==> config.mk <==
export PLATFORM = sky130hd
export DESIGN_NAME = log_record_deframer_crc32c
export DESIGN_NICKNAME = d
export VERILOG_FILES = /design/src/sv/lrd_pkg.sv /design/src/sv/log_record_deframer_crc32c.sv
export SDC_FILE = /design/constraint.sdc
export NUM_CORES = 1
export LEC_CHECK = 0
export BUFFER_PORTS_ARGS = -buffer_cell sky130_fd_sc_hd__buf_4
export CAP_MARGIN = 30
export CORE_MARGIN = 1.5
export CORE_UTILIZATION = 44
export CTS_CLUSTER_SIZE = 12
export DETAILED_ROUTE_END_ITERATION = 8
export SETUP_SLACK_MARGIN = 0.02
export SLEW_MARGIN = 20
export SYNTH_ARGS = -nofsm -noshare
export SYNTH_HDL_FRONTEND = slang
export SYNTH_SLANG_ARGS = --single-unit
==> constraint.sdc <==
create_clock -name clock -period 11.3 [get_ports clock]
set_input_delay 2.26 -clock clock [delete_from_list [all_inputs] [get_ports clock]]
set_output_delay 2.26 -clock clock [all_outputs]
set_load 0.05 [all_outputs]
==> src/sv/lrd_pkg.sv <==
package lrd_pkg;

   localparam int unsigned DATA_W   = 8;
   localparam int unsigned LEN_W    = 32;
   localparam int unsigned CRC_W    = 32;
   localparam int unsigned OFFSET_W = 64;
   localparam int unsigned KIND_W   = 3;

   localparam logic [CRC_W-1:0]    CRC32C_POLY  = 32'h82F6_3B78;
   localparam logic [CRC_W-1:0]    CRC_INIT     = 32'hFFFF_FFFF;
   localparam logic [LEN_W-1:0]    MAX_LEN_RST  = 32'd67108864;
   localparam logic [OFFSET_W-1:0] HDR_OVERHEAD = 64'd8;

   typedef enum logic [2:0] {
      PH_HEADER  = 3'b001,
      PH_PAYLOAD = 3'b010,
      PH_STOPPED = 3'b100
   } phase_type;

   typedef enum logic [KIND_W-1:0] {
      KIND_BYTE     = 3'd0,
      KIND_GOOD     = 3'd1,
      KIND_MISMATCH = 3'd2,
      KIND_EMPTY    = 3'd3,
      KIND_TOO_BIG  = 3'd4,
      KIND_END      = 3'd5
   } kind_type;

   // Reflected CRC-32C update over one byte, least significant bit first.
   function automatic logic [CRC_W-1:0] crc32c_byte(input logic [CRC_W-1:0] crc,
                                                    input logic [DATA_W-1:0] b);
      logic [CRC_W-1:0] c;
      c = crc ^ {{(CRC_W-DATA_W){1'b0}}, b};
      for (int i = 0; i < DATA_W; i++) begin
         if (c[0]) begin
            c = (c >> 1) ^ CRC32C_POLY;
         end else begin
            c = c >> 1;
         end
      end
      return c;
   endfunction

endpackage

==> src/sv/log_record_deframer_crc32c.sv <==
// Length-prefixed log record deframer with CRC-32C check. Each byte beat on
// req_ enters an input register and is decoded from there into a result
// register on rsp_, so one byte is taken every cycle while no result beat is
// stalled; the bytewise CRC-32C update and the header decode sit between
// those two registers. A byte waits in the input register only while a
// result beat is held by rsp_tready. Header bytes give no result beat, except
// an eighth header byte that reports an empty or oversize record, and an
// end-of-file beat reports the end; beats after the block has stopped give
// none. Payload bytes stream out at once, so a consumer discards a record
// whose final beat reports a checksum mismatch. After end of file or any
// corruption the block stops until reset. The user writes max_payload_length
// through csr_we/csr_wdata only while the block is idle; it is not enforced.
module log_record_deframer_crc32c
   import lrd_pkg::*;
(
   input  logic                 clock,
   input  logic                 reset,

   input  logic                 csr_we,
   input  logic [LEN_W-1:0]     csr_wdata,   // max_payload_length

   input  logic                 req_tvalid,
   output logic                 req_tready,
   input  logic [DATA_W-1:0]    req_tdata,   // [7:0] data_byte
   input  logic                 req_tlast,   // end_of_file

   output logic                 rsp_tvalid,
   input  logic                 rsp_tready,
   output logic [71:0]          rsp_tdata,   // [7:0] payload_byte, [71:8] valid_offset
   output logic                 rsp_tlast,   // last_of_record
   output logic [KIND_W-1:0]    rsp_tuser    // [2:0] kind
);

   logic [LEN_W-1:0]    max_len_ff;

   logic                s1_valid_ff, s1_valid_in;
   logic [DATA_W-1:0]   s1_byte_ff;
   logic                s1_eof_ff;

   phase_type           phase_ff, phase_in;
   logic [2:0]          hdr_count_ff, hdr_count_in;
   logic [LEN_W-1:0]    len_shift_ff, len_shift_in;
   logic [CRC_W-1:0]    exp_crc_ff, exp_crc_in;
   logic [LEN_W-1:0]    bytes_left_ff, bytes_left_in;
   logic [CRC_W-1:0]    run_crc_ff, run_crc_in;
   logic [OFFSET_W-1:0] good_off_ff, good_off_in;

   logic                out_valid_ff, out_valid_in;
   kind_type            out_kind_ff, out_kind_in;
   logic [DATA_W-1:0]   out_byte_ff, out_byte_in;
   logic                out_last_ff, out_last_in;
   logic [OFFSET_W-1:0] out_off_ff, out_off_in;

   logic                out_free;
   logic                s1_go;
   logic                res_valid;
   logic [CRC_W-1:0]    crc_next;
   logic [CRC_W-1:0]    exp_crc_full;

   assign out_free   = !out_valid_ff || rsp_tready;
   assign s1_go      = s1_valid_ff && out_free;
   assign req_tready = !s1_valid_ff || out_free;

   assign crc_next     = crc32c_byte(run_crc_ff, s1_byte_ff);
   assign exp_crc_full = {s1_byte_ff, exp_crc_ff[CRC_W-1:DATA_W]};

   always_comb begin
      s1_valid_in   = s1_valid_ff;
      phase_in      = phase_ff;
      hdr_count_in  = hdr_count_ff;
      len_shift_in  = len_shift_ff;
      exp_crc_in    = exp_crc_ff;
      bytes_left_in = bytes_left_ff;
      run_crc_in    = run_crc_ff;
      good_off_in   = good_off_ff;
      res_valid     = 1'b0;
      out_kind_in   = KIND_BYTE;
      out_byte_in   = '0;
      out_last_in   = 1'b0;

      if (s1_go) begin
         s1_valid_in = 1'b0;
      end
      if (req_tvalid && req_tready) begin
         s1_valid_in = 1'b1;
      end

      if (s1_go) begin
         case (phase_ff)
            PH_HEADER: begin
               if (s1_eof_ff) begin
                  phase_in    = PH_STOPPED;
                  res_valid   = 1'b1;
                  out_kind_in = KIND_END;
               end else begin
                  hdr_count_in = hdr_count_ff + 3'd1;
                  if (!hdr_count_ff[2]) begin
                     len_shift_in = {s1_byte_ff, len_shift_ff[LEN_W-1:DATA_W]};
                  end else begin
                     exp_crc_in = exp_crc_full;
                  end
                  // The eighth header byte completes the expected CRC; the
                  // length has been complete since the fourth.
                  if (hdr_count_ff == 3'd7) begin
                     if (len_shift_ff == '0) begin
                        phase_in    = PH_STOPPED;
                        res_valid   = 1'b1;
                        out_kind_in = KIND_EMPTY;
                     end else if (len_shift_ff > max_len_ff) begin
                        phase_in    = PH_STOPPED;
                        res_valid   = 1'b1;
                        out_kind_in = KIND_TOO_BIG;
                     end else begin
                        phase_in      = PH_PAYLOAD;
                        bytes_left_in = len_shift_ff;
                        run_crc_in    = CRC_INIT;
                     end
                  end
               end
            end
            PH_PAYLOAD: begin
               if (s1_eof_ff) begin
                  phase_in    = PH_STOPPED;
                  res_valid   = 1'b1;
                  out_kind_in = KIND_END;
               end else begin
                  run_crc_in    = crc_next;
                  bytes_left_in = bytes_left_ff - LEN_W'(1);
                  res_valid     = 1'b1;
                  out_byte_in   = s1_byte_ff;
                  if (bytes_left_ff != LEN_W'(1)) begin
                     out_kind_in = KIND_BYTE;
                  end else if (~crc_next == exp_crc_ff) begin
                     out_kind_in  = KIND_GOOD;
                     out_last_in  = 1'b1;
                     good_off_in  = good_off_ff + HDR_OVERHEAD
                                    + {{(OFFSET_W-LEN_W){1'b0}}, len_shift_ff};
                     phase_in     = PH_HEADER;
                     hdr_count_in = '0;
                     run_crc_in   = CRC_INIT;
                  end else begin
                     out_kind_in = KIND_MISMATCH;
                     out_last_in = 1'b1;
                     phase_in    = PH_STOPPED;
                  end
               end
            end
            default: begin
               // Stopped: the beat is consumed without a result.
            end
         endcase
      end

      out_off_in = good_off_in;

      if (res_valid) begin
         out_valid_in = 1'b1;
      end else if (rsp_tready) begin
         out_valid_in = 1'b0;
      end else begin
         out_valid_in = out_valid_ff;
      end
   end

   always_ff @(posedge clock) begin
      if (reset) begin
         max_len_ff    <= MAX_LEN_RST;
         s1_valid_ff   <= 1'b0;
         phase_ff      <= PH_HEADER;
         hdr_count_ff  <= '0;
         len_shift_ff  <= '0;
         exp_crc_ff    <= '0;
         bytes_left_ff <= '0;
         run_crc_ff    <= CRC_INIT;
         good_off_ff   <= '0;
         out_valid_ff  <= 1'b0;
      end else begin
         if (csr_we) begin
            max_len_ff <= csr_wdata;
         end
         s1_valid_ff   <= s1_valid_in;
         phase_ff      <= phase_in;
         hdr_count_ff  <= hdr_count_in;
         len_shift_ff  <= len_shift_in;
         exp_crc_ff    <= exp_crc_in;
         bytes_left_ff <= bytes_left_in;
         run_crc_ff    <= run_crc_in;
         good_off_ff   <= good_off_in;
         out_valid_ff  <= out_valid_in;
      end
   end

   always_ff @(posedge clock) begin
      if (req_tvalid && req_tready) begin
         s1_byte_ff <= req_tdata;
         s1_eof_ff  <= req_tlast;
      end
      if (res_valid) begin
         out_kind_ff <= out_kind_in;
         out_byte_ff <= out_byte_in;
         out_last_ff <= out_last_in;
         out_off_ff  <= out_off_in;
      end
   end

   assign rsp_tvalid = out_valid_ff;
   assign rsp_tdata  = {out_off_ff, out_byte_ff};
   assign rsp_tlast  = out_last_ff;
   assign rsp_tuser  = out_kind_ff;

`ifndef SYNTHESIS
   a_stopped_silent: assert property (@(posedge clock) disable iff (reset)
      (phase_ff == PH_STOPPED && !out_valid_ff) |=> !out_valid_ff)
      else $error("result produced after the block stopped");

   a_last_kind: assert property (@(posedge clock) disable iff (reset)
      (rsp_tvalid && rsp_tlast) |-> (rsp_tuser == KIND_GOOD || rsp_tuser == KIND_MISMATCH))
      else $error("record end flagged on a beat that is not a verdict");

   a_status_no_byte: assert property (@(posedge clock) disable iff (reset)
      (rsp_tvalid && (rsp_tuser == KIND_END || rsp_tuser == KIND_EMPTY
                      || rsp_tuser == KIND_TOO_BIG)) |-> (rsp_tdata[7:0] == '0 && !rsp_tlast))
      else $error("status beat carries payload fields");

   a_input_held: assert property (@(posedge clock) disable iff (reset)
      (s1_valid_ff && !out_free) |=> (s1_valid_ff && $stable(s1_byte_ff)
                                      && $stable(s1_eof_ff)))
      else $error("input register lost a beat while the output stalled");

   a_offset_on_good: assert property (@(posedge clock) disable iff (reset)
      (good_off_ff != $past(good_off_ff)) |-> (out_valid_ff && out_kind_ff == KIND_GOOD))
      else $error("valid offset moved without a good record");
`endif

endmodule
==> results of run 1 <==
==> layout make-up <==
cell class | instances | area, µm²
well taps | 511 | 639
fillers | 3519 | 18300
multi-input cells | 1321 | 8940
clock inverters | 13 | 119
clock buffers | 50 | 995
flip-flops and latches | 317 | 7200
repair buffers | 141 | 1110
inverters | 64 | 240
==> Yosys cell counts, drive strengths merged, types with 35 or more instances <==
master	instances	area [µm²]
nand3	35	175
nand2	258	968
dfxtp	232	4640
xor2	62	558
inv	64	240
ha	100	1250
nor2	103	387
mux2i	37	370
o21ai	103	515
clkbuf	72	270
xnor2	105	1050
edfxtp	85	2550
and2	75	469
a21oi	133	666
==> layer usage <==
metal | wire length [µm] | up-vias | global-route usage | share of wire
met4 | 1270 | 0 | 0.0828 | 0.030
met5 | 0 | - | 0 | 0
met2 | 19600 | 347 | 0.355 | 0.46
met1 | 19600 | 6186 | 0.292 | 0.46
li1 | - | 6464 | - | -
met3 | 2180 | 69 | 0.0335 | 0.051
==> critical path: cells and delay by family <==
kind	cells	cell delay (ns)
buffers and inverters	2	0.31
and+or+nand+nor	2	0.32
==> power by group through the flow <==
stage	logic, µW	registers, µW	clock network (µW)
after floorplan	160	1220	0
after global placement	231	1220	0
after detailed placement	233	1220	0
after CTS	235	1190	1160
after global routing	254	1190	1200
final	235	1190	1130
==> registers in the layout (all words and copies together) (netlist names) <==
name           flops
s1_valid_ff        1
rsp_tuser          3
run_crc_ff        32
bytes_left_ff     32
hdr_count_ff       3
rsp_tlast          1
out_byte_ff        8
exp_crc_ff        32
out_off_ff        64
phase_ff           3
s1_byte_ff         8
s1_eof_ff          1
len_shift_ff      32
max_len_ff        32
good_off_ff       64
rsp_tvalid         1
==> final timing paths <==
check                                startpoint                             to  slack [ns]  cells after the start
setup / recovery                     rsp_tready                     req_tready        6.14                      4
hold / removal    bytes_left_ff[9]$_SDFFE_PP0P_  bytes_left_ff[9]$_SDFFE_PP0P_        0.47                      2
setup reg to reg        s1_byte_ff[1]$_DFFE_PP_     good_off_ff[62]$_SDFF_PP0_        6.37                     11
hold reg to reg   bytes_left_ff[9]$_SDFFE_PP0P_  bytes_left_ff[9]$_SDFFE_PP0P_        0.47                      2
==> cells by family after synthesis <==
logic type,count (synthesis),synth area share
adder cells (fa/ha/maj),101,0.0763
flip-flops,317,0.432
AND/OR/NAND/NOR,615,0.176
buffers and inverters,145,0.0333
AO/OA/AOI/OAI,384,0.142
multiplexers,40,0.0243
XOR/XNOR,181,0.116
==> through the flow <==
step	std cells	setup slack, ns
2_1_floorplan	1783	4.54
3_3_place_gp	2349	6.20
3_5_place_dp	2353	6.13
4_1_cts	2416	6.13
5_1_grt	2417	6.04
6_report	2417	6.14
==> reports/results.txt, run 1 <==
Slew margin rel. - 0.333
Rows - 71
FMAX - 0.194 GHz
Post-placement cell area - 18100 µm²
Internal power - 1940 µW
DP Wirelength - 29800 µm
Clk_lat worst skew - 0.55 ns
Clk buf depth - 3
Initial antenna violation count - 0
Netlist Area Pre-Place - 16700 µm²
Psw - 614 µW
Io pins - 124
Post-CTS Resized - 0
Post-synth top flop - dfxtp_1
Via density - 5.41
Die Width - 198 µm
Max-slew violations - 0
Buffers on Ports - 123
Vias in the first global route - 12357
First DRT Iteration DRCs - 859
N_diodes - 0
Minimum clock period - 5.16 ns
Chip height - 198 µm
Hold/Removal Path Class - flip-flop to flip-flop
Die area - 39000 µm²
Syn_nets - 1930
Fin util - 0.513
Leak - 0.00791 µW
Final setup violation count - 0
Commonest cells after routing, fill and taps aside - nand2_1, dfxtp_1, buf_4
Total of max-cap violations - 0
CP Cell Sequence - buf_4 > nor2b_1 > nand2_1 > buf_4
Antenna viol nets, final - 0
Layout cells sized above 1 - 0.119
Sequential power share - 0.467
Clock skew - 0.0264 ns
VDD IR-drop max - 0.0995 mV
Largest net degree at the start of global routing - 79
Cells after synthesis - 1783
CTS clock-pin slew for the worst setup and hold paths - 0.05 ns
Power Total - 2550 µW
Unrepaired setup endpoints after global routing - no
Post-synthesis sequential area ratio - 0.432
Clock power share - 0.441
PwrDens - 133 nW/µm²
First-pass GRT wire length - 67400 µm
Synth async-reset ratio - 0
Critical Path Start Type - primary input
Req. time, crit path - 9.04 ns
Area grow syn2layout - 15.5%
Yosys cell types - 71
# nets final - 2029
Setup crit end kind - output pin
CTS tree - done
Gr usage total - 0.218
Critical path's largest stage delay - 0.21 ns
Initial Utilization - 0.444
CTS Root Cell - clkbuf_16
Final WL - 42700 µm
Switching share of power - 0.241
Fin crit share - 0.457
Status - complete, no violations
Num CTS Buffers - 37
# clock sinks - 317
Comb pwr share - 0.092
Tightest Pin Transition - 0.993 ns
Commonest non-fill, non-tap cell in the layout - nand2_1
Setup CP Type - primary input to output pin
Setup Buffers After CTS - 0
Hold_buf cts - 0
Average cell area after synthesis - 9.34 µm²
Global route overflow - 0
Post-route DRC - 0
Endpoints failing hold - 0
Ys Warns - 0
Crit path DAT - 2.90 ns
Post-synth EDFFs - 85
Worst-path maximum fanout - 3
Min Hold Slack - 0.467 ns
Synth Register Bits - 317
Wire length per cell - 17.7 µm
Max stage delay cell, worst path - nor2b_1
Core Area - 37500 µm²
H-Tree Depth - 2
Setup TNS - 0 ns
Placer Congestion - 0.932
Pre-antenna DRT Iters - 5
Via count - 13066
Finished layout cell area - 19200 µm²
Cell mode on critical path - buf_4
Power figures use the tool's default switching activity.
==> run 2: changes to the inputs <==
==> constraint.sdc (replaced) <==
create_clock -name clock -period 5.3 [get_ports clock]
set_input_delay 1.06 -clock clock [delete_from_list [all_inputs] [get_ports clock]]
set_output_delay 1.06 -clock clock [all_outputs]
set_load 0.05 [all_outputs]
==> reports/results.txt, run 2 (same netlist as run 1, synthesis figures left out) <==
PwrDens - 283 nW/µm² (was 133 nW/µm²)
# clock sinks - 317 (unchanged)
Pre-antenna DRT Iters - 8 (was 5)
Slew margin rel. - 0.316 (was 0.333)
Fin crit share - 0.893
Vias in the first global route - 12603 (was 12357)
Global route overflow - 0 (unchanged)
Largest net degree at the start of global routing - 77 (was 79)
Clock skew - 0.0218 ns (was 0.0264 ns)
Die area - 39000 µm² (unchanged)
H-Tree Depth - 2 (unchanged)
Layout cells sized above 1 - 0.130 (was 0.119)
Req. time, crit path - 5.75 ns (was 9.04 ns)
CTS Root Cell - clkbuf_16 (unchanged)
Post-route DRC - 0 (unchanged)
# nets final - 2054 (was 2029)
Setup Buffers After CTS - 0 (unchanged)
Unrepaired setup endpoints after global routing - no (unchanged)
First-pass GRT wire length - 69500 µm (was 67400 µm)
Initial Utilization - 0.444 (unchanged)
Placer Congestion - 0.901 (was 0.932)
CTS tree - done (unchanged)
Max-slew violations - 0 (unchanged)
Commonest cells after routing, fill and taps aside - nand2_1, dfxtp_1, buf_4 (unchanged)
Leak - 0.00803 µW (was 0.00791 µW)
Final setup violation count - 0 (unchanged)
CTS clock-pin slew for the worst setup and hold paths - 0.06 ns (was 0.05 ns)
First DRT Iteration DRCs - 797 (was 859)
Crit path DAT - 5.18 ns (was 2.90 ns)
Setup crit end kind - flip-flop (was output pin)
Area grow syn2layout - 16.5% (was 15.5%)
Worst-path maximum fanout - 18 (was 3)
N_diodes - 0 (unchanged)
Num CTS Buffers - 37 (unchanged)
Minimum clock period - 4.73 ns
Wire length per cell - 17.9 µm (was 17.7 µm)
Commonest non-fill, non-tap cell in the layout - nand2_1 (unchanged)
Gr usage total - 0.227 (was 0.218)
Register area - 7200 µm² (unchanged)
Endpoints failing hold - 0 (unchanged)
Die Width - 198 µm (unchanged)
Rows - 71 (unchanged)
Buffers on Ports - 123 (unchanged)
Clk buf depth - 3 (unchanged)
Setup CP Type - flip-flop to flip-flop (was primary input to output pin)
FILL cells - 3519 (unchanged)
Antenna viol nets, final - 0 (unchanged)
Setup TNS - 0 ns (unchanged)
Post-route setup slack - 0.570 ns (was 6.14 ns)
CP Cell Sequence - xnor2_1 > xnor2_1 > xnor3_1 > xnor2_1 > a311oi_1 > o2111ai_1 > or4_4 > or3_1 > or3_4 > or3_1 > a21oi_1 (was buf_4 > nor2b_1 > nand2_1 > buf_4)
Clk_lat worst skew - 0.54 ns (was 0.55 ns)
Final WL - 43800 µm (was 42700 µm)
Post-CTS Resized - 0 (unchanged)
Core Area - 37500 µm² (unchanged)
Biggest regs - good_off_ff: 64 flops, out_off_ff: 64 flops (unchanged)
Hold_buf cts - 0 (unchanged)
Tightest Pin Transition - 1.02 ns (was 0.993 ns)
Cell mode on critical path - xnor2_1 (was buf_4)
VDD IR-drop max - 0.220 mV (was 0.0995 mV)
Chip height - 198 µm (unchanged)
Via density - 5.33 (was 5.41)
Io pins - 124 (unchanged)
Total of max-cap violations - 0 (unchanged)
Fin util - 0.517 (was 0.513)
DP Wirelength - 30900 µm (was 29800 µm)
Hold/Removal Path Class - flip-flop to flip-flop (unchanged)
FMAX - 0.211 GHz
Initial antenna violation count - 0 (unchanged)
Area occupied by multi-input gates - 8930 µm² (was 8940 µm²)
Via count - 13035 (was 13066)
Max stage delay cell, worst path - or3_1 (was nor2b_1)
Critical Path Start Type - flip-flop (was primary input)
Status - complete, no violations (unchanged)
Dpl ws - 0.601 ns (was 6.13 ns)
Critical path's largest stage delay - 0.62 ns (was 0.21 ns)
[run 2: path summary, 6_finish.rpt]
| path | slack (ns) | startpoint | endpoint | cells past startpoint |
|---|---|---|---|---|
| hold reg to reg | 0.47 | exp_crc_ff[6]$_SDFFE_PP0P_ | exp_crc_ff[6]$_SDFFE_PP0P_ | 2 |
| setup reg to reg | 0.57 | s1_byte_ff[1]$_DFFE_PP_ | good_off_ff[62]$_SDFF_PP0_ | 11 |
| hold / removal | 0.47 | exp_crc_ff[6]$_SDFFE_PP0P_ | exp_crc_ff[6]$_SDFFE_PP0P_ | 2 |
| setup / recovery | 0.57 | s1_byte_ff[1]$_DFFE_PP_ | good_off_ff[62]$_SDFF_PP0_ | 11 |
[run 2: routing by layer]
metal,vias up,part of all wire,global-route usage
met1,6137,0.46,0.302
met3,67,0.054,0.0393
met4,0,0.025,0.0647
met2,320,0.46,0.377
met5,-,0,0
li1,6511,-,-
[run 2: power by group]
group / internal (µW) / switching (µW)
Combinational: 220 / 301
Sequential: 2510 / 24.4
Clock: 1440 / 999
[run 2: cell type report]
type	count	share of cell area
flip-flops and latches	317	0.371
multi-input cells	1321	0.460
repair buffers	166	0.0651
clock buffers	53	0.0529
well taps	511	0.0330
clock inverters	12	0.00555
inverters	64	0.0124
[run 2: per-stage QoR]
stage	std cells	hold slack, ns	instance area (µm²)	power [µW]
after detailed placement	2379	0.463	18300	3110
after global placement	2377	0.453	18200	3110
final	2444	0.471	19400	5500
after floorplan	1783	0.444	16700	2950
after CTS	2444	0.473	19400	5560
after global routing	2444	0.495	19400	5710
[run 2: critical path: cells and delay by family (launching register included)]
kind,cells,cell delay [ns]
simple gates,4,2.04
xor+xnor,4,1.54
compound gates,3,0.55
flops,1,0.51
